### src/hw/rtl/lasd_pkg.sv
package lasd_pkg;

   // Result kinds as they appear on the result channel.
   localparam logic [2:0] KIND_PIXEL = 3'd0;
   localparam logic [2:0] KIND_SHOW  = 3'd1;
   localparam logic [2:0] KIND_DELAY = 3'd2;
   localparam logic [2:0] KIND_FADE  = 3'd3;
   localparam logic [2:0] KIND_END   = 3'd4;

   // Configuration register indexes.
   localparam logic [1:0] CSR_STREAM_LENGTH = 2'd0;
   localparam logic [1:0] CSR_PALETTE_SIZE  = 2'd1;
   localparam logic [1:0] CSR_PIXEL_TOTAL   = 2'd2;

   // Everything one stream byte causes, in output order: an optional pixel
   // write, an optional show/delay/fade event, an optional end event.
   typedef struct packed {
      logic        has_pix;
      logic [15:0] pos;
      logic [7:0]  idx;
      logic        has_mid;
      logic [2:0]  mid_kind;
      logic [15:0] dur;
      logic        has_end;
   } bundle_type;

endpackage

### src/hw/rtl/lasd_front.sv
module lasd_front (
   input  logic                  clock,
   input  logic                  reset,
   input  logic                  accept,
   input  logic [7:0]            stream_byte,
   input  logic                  csr_we,
   input  logic [1:0]            csr_index,
   input  logic [15:0]           csr_data,
   output logic                  bundle_valid,
   output lasd_pkg::bundle_type  bundle
);

   localparam logic [2:0] PH_TYPE  = 3'd0;
   localparam logic [2:0] PH_COUNT = 3'd1;
   localparam logic [2:0] PH_POS   = 3'd2;
   localparam logic [2:0] PH_INDEX = 3'd3;
   localparam logic [2:0] PH_DUR   = 3'd4;

   localparam logic [1:0] RK_I = 2'd0;
   localparam logic [1:0] RK_P = 2'd1;
   localparam logic [1:0] RK_D = 2'd2;
   localparam logic [1:0] RK_F = 2'd3;

   localparam logic [7:0] CHAR_I = 8'h49;
   localparam logic [7:0] CHAR_P = 8'h50;
   localparam logic [7:0] CHAR_D = 8'h44;
   localparam logic [7:0] CHAR_F = 8'h46;

   logic [15:0] stream_length_ff;
   logic [8:0]  palette_size_ff;
   logic [15:0] pixel_total_ff;

   logic [2:0]  phase_ff, phase_in;
   logic [1:0]  rkind_ff, rkind_in;
   logic [15:0] consumed_ff, consumed_in;
   logic [15:0] remaining_ff, remaining_in;
   logic [15:0] counter_ff, counter_in;
   logic [15:0] acc_ff, acc_in;
   logic        hbp_ff, hbp_in;
   logic        finished_ff, finished_in;

   logic        rec_done;
   logic [15:0] rem_dec;

   always_ff @(posedge clock) begin
      if (reset) begin
         stream_length_ff <= '0;
         palette_size_ff  <= '0;
         pixel_total_ff   <= 16'd1;
      end else if (csr_we) begin
         case (csr_index)
            lasd_pkg::CSR_STREAM_LENGTH: stream_length_ff <= csr_data;
            lasd_pkg::CSR_PALETTE_SIZE:  palette_size_ff  <= csr_data[8:0];
            lasd_pkg::CSR_PIXEL_TOTAL:   pixel_total_ff   <= csr_data;
            default: ;
         endcase
      end
   end

   always_comb begin
      phase_in     = phase_ff;
      rkind_in     = rkind_ff;
      consumed_in  = consumed_ff;
      remaining_in = remaining_ff;
      counter_in   = counter_ff;
      acc_in       = acc_ff;
      hbp_in       = hbp_ff;
      finished_in  = finished_ff;
      bundle       = '0;
      rec_done     = 1'b0;
      rem_dec      = remaining_ff - 16'd1;

      if (accept && !finished_ff) begin
         if (phase_ff == PH_TYPE && consumed_ff >= stream_length_ff) begin
            bundle.has_end = 1'b1;
            finished_in    = 1'b1;
         end else begin
            if (consumed_ff != 16'hFFFF) begin
               consumed_in = consumed_ff + 16'd1;
            end
            case (phase_ff)
               PH_TYPE: begin
                  hbp_in = 1'b0;
                  if (stream_byte == CHAR_I) begin
                     rkind_in = RK_I;
                     phase_in = PH_COUNT;
                  end else if (stream_byte == CHAR_P) begin
                     rkind_in = RK_P;
                     phase_in = PH_COUNT;
                  end else if (stream_byte == CHAR_D) begin
                     rkind_in = RK_D;
                     phase_in = PH_DUR;
                  end else if (stream_byte == CHAR_F) begin
                     rkind_in = RK_F;
                     phase_in = PH_DUR;
                  end else begin
                     rec_done = 1'b1;
                  end
               end
               PH_COUNT: begin
                  if (!hbp_ff) begin
                     acc_in = {stream_byte, 8'h00};
                     hbp_in = 1'b1;
                  end else begin
                     acc_in       = {acc_ff[15:8], stream_byte};
                     hbp_in       = 1'b0;
                     remaining_in = {acc_ff[15:8], stream_byte};
                     counter_in   = '0;
                     if ({acc_ff[15:8], stream_byte} == 16'd0) begin
                        bundle.has_mid  = 1'b1;
                        bundle.mid_kind = lasd_pkg::KIND_SHOW;
                        rec_done        = 1'b1;
                     end else begin
                        phase_in = (rkind_ff == RK_P) ? PH_POS : PH_INDEX;
                     end
                  end
               end
               PH_POS: begin
                  if (pixel_total_ff > 16'd256 && !hbp_ff) begin
                     acc_in = {stream_byte, 8'h00};
                     hbp_in = 1'b1;
                  end else begin
                     acc_in   = hbp_ff ? {acc_ff[15:8], stream_byte} : {8'h00, stream_byte};
                     hbp_in   = 1'b0;
                     phase_in = PH_INDEX;
                  end
               end
               PH_INDEX: begin
                  if ({1'b0, stream_byte} < palette_size_ff) begin
                     bundle.has_pix = 1'b1;
                     bundle.pos     = (rkind_ff == RK_P) ? acc_ff : counter_ff;
                     bundle.idx     = stream_byte;
                  end
                  counter_in   = counter_ff + 16'd1;
                  remaining_in = rem_dec;
                  if (rem_dec == 16'd0) begin
                     bundle.has_mid  = 1'b1;
                     bundle.mid_kind = lasd_pkg::KIND_SHOW;
                     rec_done        = 1'b1;
                  end else begin
                     phase_in = (rkind_ff == RK_P) ? PH_POS : PH_INDEX;
                  end
               end
               PH_DUR: begin
                  if (!hbp_ff) begin
                     acc_in = {stream_byte, 8'h00};
                     hbp_in = 1'b1;
                  end else begin
                     acc_in          = {acc_ff[15:8], stream_byte};
                     hbp_in          = 1'b0;
                     bundle.has_mid  = 1'b1;
                     bundle.mid_kind = (rkind_ff == RK_F) ? lasd_pkg::KIND_FADE
                                                          : lasd_pkg::KIND_DELAY;
                     bundle.dur      = {acc_ff[15:8], stream_byte};
                     rec_done        = 1'b1;
                  end
               end
               default: begin
                  phase_in = PH_TYPE;
                  hbp_in   = 1'b0;
               end
            endcase
            if (rec_done) begin
               phase_in = PH_TYPE;
               hbp_in   = 1'b0;
               if (consumed_in >= stream_length_ff) begin
                  bundle.has_end = 1'b1;
                  finished_in    = 1'b1;
               end
            end
         end
      end
   end

   assign bundle_valid = bundle.has_pix || bundle.has_mid || bundle.has_end;

   always_ff @(posedge clock) begin
      if (reset) begin
         phase_ff     <= PH_TYPE;
         rkind_ff     <= RK_I;
         consumed_ff  <= '0;
         remaining_ff <= '0;
         counter_ff   <= '0;
         acc_ff       <= '0;
         hbp_ff       <= 1'b0;
         finished_ff  <= 1'b0;
      end else begin
         phase_ff     <= phase_in;
         rkind_ff     <= rkind_in;
         consumed_ff  <= consumed_in;
         remaining_ff <= remaining_in;
         counter_ff   <= counter_in;
         acc_ff       <= acc_in;
         hbp_ff       <= hbp_in;
         finished_ff  <= finished_in;
      end
   end

endmodule

### src/hw/rtl/lasd_queue.sv
module lasd_queue #(
   parameter int DEPTH = 4
) (
   input  logic                  clock,
   input  logic                  reset,
   input  logic                  wr_en,
   input  lasd_pkg::bundle_type  wr_data,
   input  logic                  rd_en,
   output lasd_pkg::bundle_type  rd_data,
   output logic                  not_empty,
   output logic                  is_full
);

   localparam int PTR_W = (DEPTH > 1) ? $clog2(DEPTH) : 1;
   localparam int CNT_W = $clog2(DEPTH + 1);

   lasd_pkg::bundle_type mem_ff [DEPTH];
   logic [PTR_W-1:0] wptr_ff, rptr_ff;
   logic [CNT_W-1:0] count_ff;

   function automatic logic [PTR_W-1:0] ptr_next(input logic [PTR_W-1:0] p);
      ptr_next = (p == PTR_W'(DEPTH - 1)) ? '0 : p + PTR_W'(1);
   endfunction

   assign rd_data   = mem_ff[rptr_ff];
   assign not_empty = (count_ff != '0);
   assign is_full   = (count_ff == CNT_W'(DEPTH));

   always_ff @(posedge clock) begin
      if (wr_en) begin
         mem_ff[wptr_ff] <= wr_data;
      end
   end

   always_ff @(posedge clock) begin
      if (reset) begin
         wptr_ff  <= '0;
         rptr_ff  <= '0;
         count_ff <= '0;
      end else begin
         if (wr_en) begin
            wptr_ff <= ptr_next(wptr_ff);
         end
         if (rd_en) begin
            rptr_ff <= ptr_next(rptr_ff);
         end
         if (wr_en && !rd_en) begin
            count_ff <= count_ff + CNT_W'(1);
         end else if (rd_en && !wr_en) begin
            count_ff <= count_ff - CNT_W'(1);
         end
      end
   end

endmodule

### src/hw/rtl/lasd_back.sv
module lasd_back (
   input  logic                  clock,
   input  logic                  reset,
   input  logic                  head_valid,
   input  lasd_pkg::bundle_type  head,
   output logic                  head_pop,
   input  logic                  pop,
   output logic                  empty,
   output logic [2:0]            kind,
   output logic [15:0]           pixel_position,
   output logic [7:0]            color_index,
   output logic [15:0]           duration_ms,
   output logic                  last
);

   logic        sent_pix_ff, sent_mid_ff;
   logic        out_valid_ff;
   logic [2:0]  kind_ff;
   logic [15:0] pos_ff, dur_ff;
   logic [7:0]  idx_ff;
   logic        last_ff;

   logic        load;
   logic        want_pix, want_mid, want_end;
   logic        pick_last;
   logic [2:0]  pick_kind;
   logic [15:0] pick_pos, pick_dur;
   logic [7:0]  pick_idx;

   assign load     = head_valid && (!out_valid_ff || pop);
   assign want_pix = head.has_pix && !sent_pix_ff;
   assign want_mid = head.has_mid && !sent_mid_ff;
   assign want_end = head.has_end;

   always_comb begin
      pick_kind = lasd_pkg::KIND_END;
      pick_pos  = '0;
      pick_idx  = '0;
      pick_dur  = '0;
      pick_last = 1'b1;
      if (want_pix) begin
         pick_kind = lasd_pkg::KIND_PIXEL;
         pick_pos  = head.pos;
         pick_idx  = head.idx;
         pick_last = !(want_mid || want_end);
      end else if (want_mid) begin
         pick_kind = head.mid_kind;
         pick_dur  = head.dur;
         pick_last = !want_end;
      end
   end

   assign head_pop = load && pick_last;

   always_ff @(posedge clock) begin
      if (reset) begin
         out_valid_ff <= 1'b0;
         sent_pix_ff  <= 1'b0;
         sent_mid_ff  <= 1'b0;
      end else begin
         if (load) begin
            out_valid_ff <= 1'b1;
         end else if (pop) begin
            out_valid_ff <= 1'b0;
         end
         if (head_pop) begin
            sent_pix_ff <= 1'b0;
            sent_mid_ff <= 1'b0;
         end else if (load) begin
            if (want_pix) begin
               sent_pix_ff <= 1'b1;
            end else begin
               sent_mid_ff <= 1'b1;
            end
         end
      end
   end

   always_ff @(posedge clock) begin
      if (load) begin
         kind_ff <= pick_kind;
         pos_ff  <= pick_pos;
         idx_ff  <= pick_idx;
         dur_ff  <= pick_dur;
         last_ff <= pick_last;
      end
   end

   assign empty          = !out_valid_ff;
   assign kind           = kind_ff;
   assign pixel_position = pos_ff;
   assign color_index    = idx_ff;
   assign duration_ms    = dur_ff;
   assign last           = last_ff;

endmodule

### src/hw/rtl/led_animation_stream_decoder_top.sv
// LED animation stream decoder.
// Input channel: one stream byte per beat on req_stream_byte, taken when push
// is high and full is low. Result channel: the oldest event sits on the rsp_
// ports while empty is low and leaves on a clock edge with pop high. Events
// are pixel writes, show markers, delay and fade events and an end event;
// rsp_last marks the final event caused by one byte.
// Configuration: csr_valid/csr_ready with csr_index (0 stream length,
// 1 palette size, 2 pixel total) and csr_data; csr_ready is always high and
// other indexes are ignored. Write only while the block is idle.
// The parser takes one byte per cycle while full is low and hands each byte's
// events, as one bundle, to a small queue; the output side drains one event
// per cycle while pop is high. The first event of a byte passes through the
// queue and then the output register before it reaches the result ports, and
// waits in the queue while the output register is held. The output side
// bounds the sustained rate at one event per cycle, so a byte with three
// events holds it longer than a byte with one.
// full rises when the queue holds QUEUE_DEPTH bundles, which happens only
// while the receiver stalls or events pile up; then bytes wait at the input.
// Synchronous reset clears the parser, the queue and the output register and
// sets the registers to stream length 0, palette size 0, pixel total 1.
module led_animation_stream_decoder_top #(
   parameter int QUEUE_DEPTH = 4
) (
   input  logic        clock,
   input  logic        reset,
   input  logic        push,
   output logic        full,
   input  logic [7:0]  req_stream_byte,
   output logic        empty,
   input  logic        pop,
   output logic [2:0]  rsp_kind,
   output logic [15:0] rsp_pixel_position,
   output logic [7:0]  rsp_color_index,
   output logic [15:0] rsp_duration_ms,
   output logic        rsp_last,
   input  logic        csr_valid,
   output logic        csr_ready,
   input  logic [1:0]  csr_index,
   input  logic [15:0] csr_data
);

   logic                 accept;
   logic                 bundle_valid;
   lasd_pkg::bundle_type bundle;
   lasd_pkg::bundle_type head;
   logic                 head_valid;
   logic                 head_pop;
   logic                 q_full;

   // A byte is taken whenever the queue has room; bytes that cause no event
   // never enter the queue.
   assign accept    = push && !full;
   assign full      = q_full;
   assign csr_ready = 1'b1;

   lasd_front u_front (
      .clock        (clock),
      .reset        (reset),
      .accept       (accept),
      .stream_byte  (req_stream_byte),
      .csr_we       (csr_valid && csr_ready),
      .csr_index    (csr_index),
      .csr_data     (csr_data),
      .bundle_valid (bundle_valid),
      .bundle       (bundle)
   );

   lasd_queue #(
      .DEPTH (QUEUE_DEPTH)
   ) u_queue (
      .clock     (clock),
      .reset     (reset),
      .wr_en     (accept && bundle_valid),
      .wr_data   (bundle),
      .rd_en     (head_pop),
      .rd_data   (head),
      .not_empty (head_valid),
      .is_full   (q_full)
   );

   // The output side walks each bundle one event at a time into the output
   // register, so the receiver may stall without holding up the parser until the queue fills.
   lasd_back u_back (
      .clock          (clock),
      .reset          (reset),
      .head_valid     (head_valid),
      .head           (head),
      .head_pop       (head_pop),
      .pop            (pop),
      .empty          (empty),
      .kind           (rsp_kind),
      .pixel_position (rsp_pixel_position),
      .color_index    (rsp_color_index),
      .duration_ms    (rsp_duration_ms),
      .last           (rsp_last)
   );

endmodule

### config.mk
export PLATFORM = sky130hd
export DESIGN_NAME = led_animation_stream_decoder_top
export DESIGN_NICKNAME = d
export VERILOG_FILES = /design/src/hw/rtl/lasd_pkg.sv /design/src/hw/rtl/lasd_front.sv /design/src/hw/rtl/lasd_queue.sv /design/src/hw/rtl/lasd_back.sv /design/src/hw/rtl/led_animation_stream_decoder_top.sv
export SDC_FILE = /design/constraint.sdc
export NUM_CORES = 1
export LEC_CHECK = 0
export ABC_CLOCK_PERIOD_IN_PS = 8400
export BUFFER_PORTS_ARGS = -buffer_cell sky130_fd_sc_hd__buf_2
export CAP_MARGIN = 40
export CELL_PAD_IN_SITES_DETAIL_PLACEMENT = 0
export CELL_PAD_IN_SITES_GLOBAL_PLACEMENT = 1
export CORE_ASPECT_RATIO = 1.2
export CORE_UTILIZATION = 54
export DETAILED_ROUTE_END_ITERATION = 16
export PLACE_DENSITY = 0.93
export REMOVE_ABC_BUFFERS = 1
export SYNTH_ARGS = -nofsm -noshare
export SYNTH_HDL_FRONTEND = slang
export SYNTH_SLANG_ARGS = --single-unit
### constraint.sdc
create_clock -name clock -period 8.4 [get_ports clock]
set_input_delay 1.26 -clock clock [delete_from_list [all_inputs] [get_ports clock]]
set_output_delay 1.26 -clock clock [all_outputs]
set_load 0.01 [all_outputs]
==> reports/qor.txt <==
outcome: finished, final reports clean
YS warnings: 0
total grt overflow: 0
Hold Startpoint: u_front.stream_length_ff[3]
syn avg cell area: 11.93 µm²
Layout area overhead: 12.18%
initial antenna violation count: 0
top post-synthesis cells by area: edfxtp_1 (43%), dfxtp_1 (16%), mux4_2 (6.5%), ha_1 (4.0%), nand2_1 (3.9%)
pin count of the biggest net entering global routing: 69
Root Buffer: clkbuf_16
commonest non-fill, non-tap cells in the layout: edfxtp_1 (224), nand2_1 (162), dfxtp_1 (122)
CP endpoint kind: register
boundary pin count: 78
initial drt markers: 824
post-synthesis register bit count: 348
Worst setup SP type: register
Seq/Total Area, Yosys: 59.48%
reg2reg setup slack: 3.28 ns
top cell type's share of synthesized area: 43.45%
Slew Viols, Final: 0
r2r endpoint: u_queue.count_ff[2]
Std-Cell Rows: 67
clock transition at the registers of the reported paths: 0.06 ns
Hold Path End: u_front.stream_length_ff[3]
clk sinks: 348
final setup fails: 0
worst slack at placement: 3.324 ns
Relative slew margins: 43.94%
clk buf depth: 3
layout cell share with drive strength beyond 1: 15.35%
Starting Density: 55.13%
fmax: 195.2 MHz
Cells on Worst Hold Path: 2
period utilization: 60.98%
WL/cell: 19.06 µm
first-pass GRT wire length: 52,790 µm
PortBufs: 76
vias per std cell: 5.833
Max Cap Violations: 0
Worst Max-Slew Pin Slew: 0.8371 ns
GRT Util Overall: 23.27%
worst-path fanout max: 12
Die Span Y: 187.5 µm
Hold Crit Class: register to register
Worst Setup Path Type: register to register
post-CTS setup buffer count: 0
post-CTS sizing: 0
number of global-route vias before repair: 9,813
CP arrival: 5.56 ns
CTS tree: yes
Most used DFF post-synth: edfxtp_1
setup TNS: 0 ns
layout net count: 1,432
P_leak: 0.006184 µW
# hold bufs at CTS: 0
worst path required time: 8.83 ns
Core Box Area: 28,080 µm²
Pre-antenna DRT Iters: 5
Antenna Cells: 0
width of the die: 156.6 µm
Post-DP Area: 16,240 µm²
Mapped Area: 15,480 µm²
Final Hold Viols: 0
htree depth: 2
CTS Buf Count: 34
commonest non-fill, non-tap cell in the layout: edfxtp_1
FILL cells: 2,134
worst vdd ir: 0.1648 mV
DRT Wirelength: 33,430 µm
RSZ-0062 raised after global routing: false
Reg-to-Reg Start: u_front.consumed_ff[0]
final setup margin: 3.278 ns
via count: 10,230
Async S/R FF share, synth: 0%
EDFF count, synth: 224
drt drc: 0
count of different cell masters after synthesis: 70
post-DP HPWL: 21,370 µm
Worst-Skew Late Latency: 0.52 ns
area leader, netlist: edfxtp_1
Power Dens Cells: 271.6 nW/µm²
Reg2Reg Depth: 22
skew final: 0.01822 ns
DRT antenna net count: 0
Tmin final: 5.122 ns
GP Congestion: 0.8673
Design Area, Final: 17,370 µm²
die area: 29,350 µm²
Syn Inst Count: 1,298
==> metal layers <==
metal  routed length (µm)  track usage, %
met1                13450           29.67
met3                 2091           3.800
met2                17110           40.69
met4                  772           6.448
met5                    0               0
==> critical path: stages, from the launching register on <==
cell and delay (ns):
dfxtp_1 0.44, ha_1 0.22, and3_1 0.17, and4_1 0.27, nand4_1 0.41, nand2_1 0.36, nor2_1 0.08, xor2_1 0.15
ha_1 0.32, a21o_1 0.16, a21o_1 0.17, a21oi_1 0.12, o21ai_0 0.08, a21oi_1 0.25, o21bai_4 0.13, a211oi_4 0.58
inv_1 0.10, ha_1 0.23, inv_1 0.09, fa_1 0.19, xor2_1 0.07, or3_1 0.30, a21oi_1 0.16
==> per-stage QoR <==
stage	std cells	total power [µW]	utilization [%]	hold WS, ns
2_1_floorplan	1220	2872	-	0.4280
3_3_place_gp	1690	3186	57.63	0.4435
4_1_cts	1754	4763	61.84	0.4544
5_1_grt	1754	4925	61.84	0.4696
3_5_place_dp	1694	3232	57.84	0.4465
6_report	1754	4717	61.84	0.4534
==> how the worst max path moves through the flow <==
stage,cells after the start,from,to,slack [ns]
2_1_floorplan,5,push,u_queue.mem_ff[0][0],2.89
3_3_place_gp,22,u_front.consumed_ff[0],u_queue.count_ff[2],3.47
3_5_place_dp,22,u_front.consumed_ff[0],u_queue.count_ff[2],3.32
4_1_cts,22,u_front.consumed_ff[0],u_queue.count_ff[2],3.29
5_1_grt,22,u_front.consumed_ff[0],u_queue.count_ff[2],2.85
6_report,22,u_front.consumed_ff[0],u_queue.count_ff[2],3.28
==> power by group <==
part	internal, µW	total, µW	leakage [µW]	switching [µW]
clock network	916	1540	0.000545	622
logic	427	994	0.00262	567
registers	2120	2190	0.00302	70.3
total	3460	4720	0.00618	1260
==> cell usage after synthesis (14+ instances only) <==
| master | number |
|---|---|
| nor2_1 | 100 |
| and3_1 | 44 |
| nor2b_1 | 37 |
| ha_1 | 49 |
| a22oi_1 | 16 |
| dfxtp_1 | 124 |
| o21ai_0 | 37 |
| inv_1 | 47 |
| xor2_1 | 14 |
| a21oi_1 | 92 |
| nand2_1 | 162 |
| clkbuf_1 | 65 |
| mux4_2 | 45 |
| edfxtp_1 | 224 |
| xnor2_1 | 25 |
| nor4_1 | 17 |
| mux2i_1 | 14 |
==> area by class of cell <==
class	count	area, µm²	share of cell area (%)
Clock inverter	10	172.7	0.9942
Multi-Input combinational cell	825	5831	33.57
Sequential cell	348	9211	53.04
Clock buffer	50	952.2	5.482
Inverter	47	176.4	1.016
Timing Repair Buffer	95	550.5	3.170
Tap cell	379	474.2	2.730
==> state kept, by name, summed over array words and instances (netlist names), 8 cells and up, named ones only <==
signal	cells
u_front.remaining_ff	16
u_back.duration_ms	16
u_front.stream_length_ff	16
u_back.color_index	8
u_front.counter_ff	16
u_front.pixel_total_ff	16
u_front.palette_size_ff	9
u_front.consumed_ff	16
u_queue.mem_ff	180
u_back.pixel_position	16
u_front.acc_ff	16
==> logic make-up (layout without fill, tap and decap cells) <==
| kind of cell | after synthesis | after routing | synth area share (%) |
|---|---|---|---|
| adder cells (fa/ha/maj) | 50 | 50 | 4.089 |
| AO/OA/AOI/OAI | 217 | 217 | 8.777 |
| AND/OR/NAND/NOR | 457 | 457 | 14.63 |
| other | 1 | 1 | 0.02422 |
| multiplexers | 61 | 61 | 7.621 |
| XOR/XNOR | 39 | 39 | 2.206 |
| buffers and inverters | 125 | 202 | 3.176 |
| flip-flops | 348 | 348 | 59.48 |
Note: power is estimated with default switching activity, not from simulation.
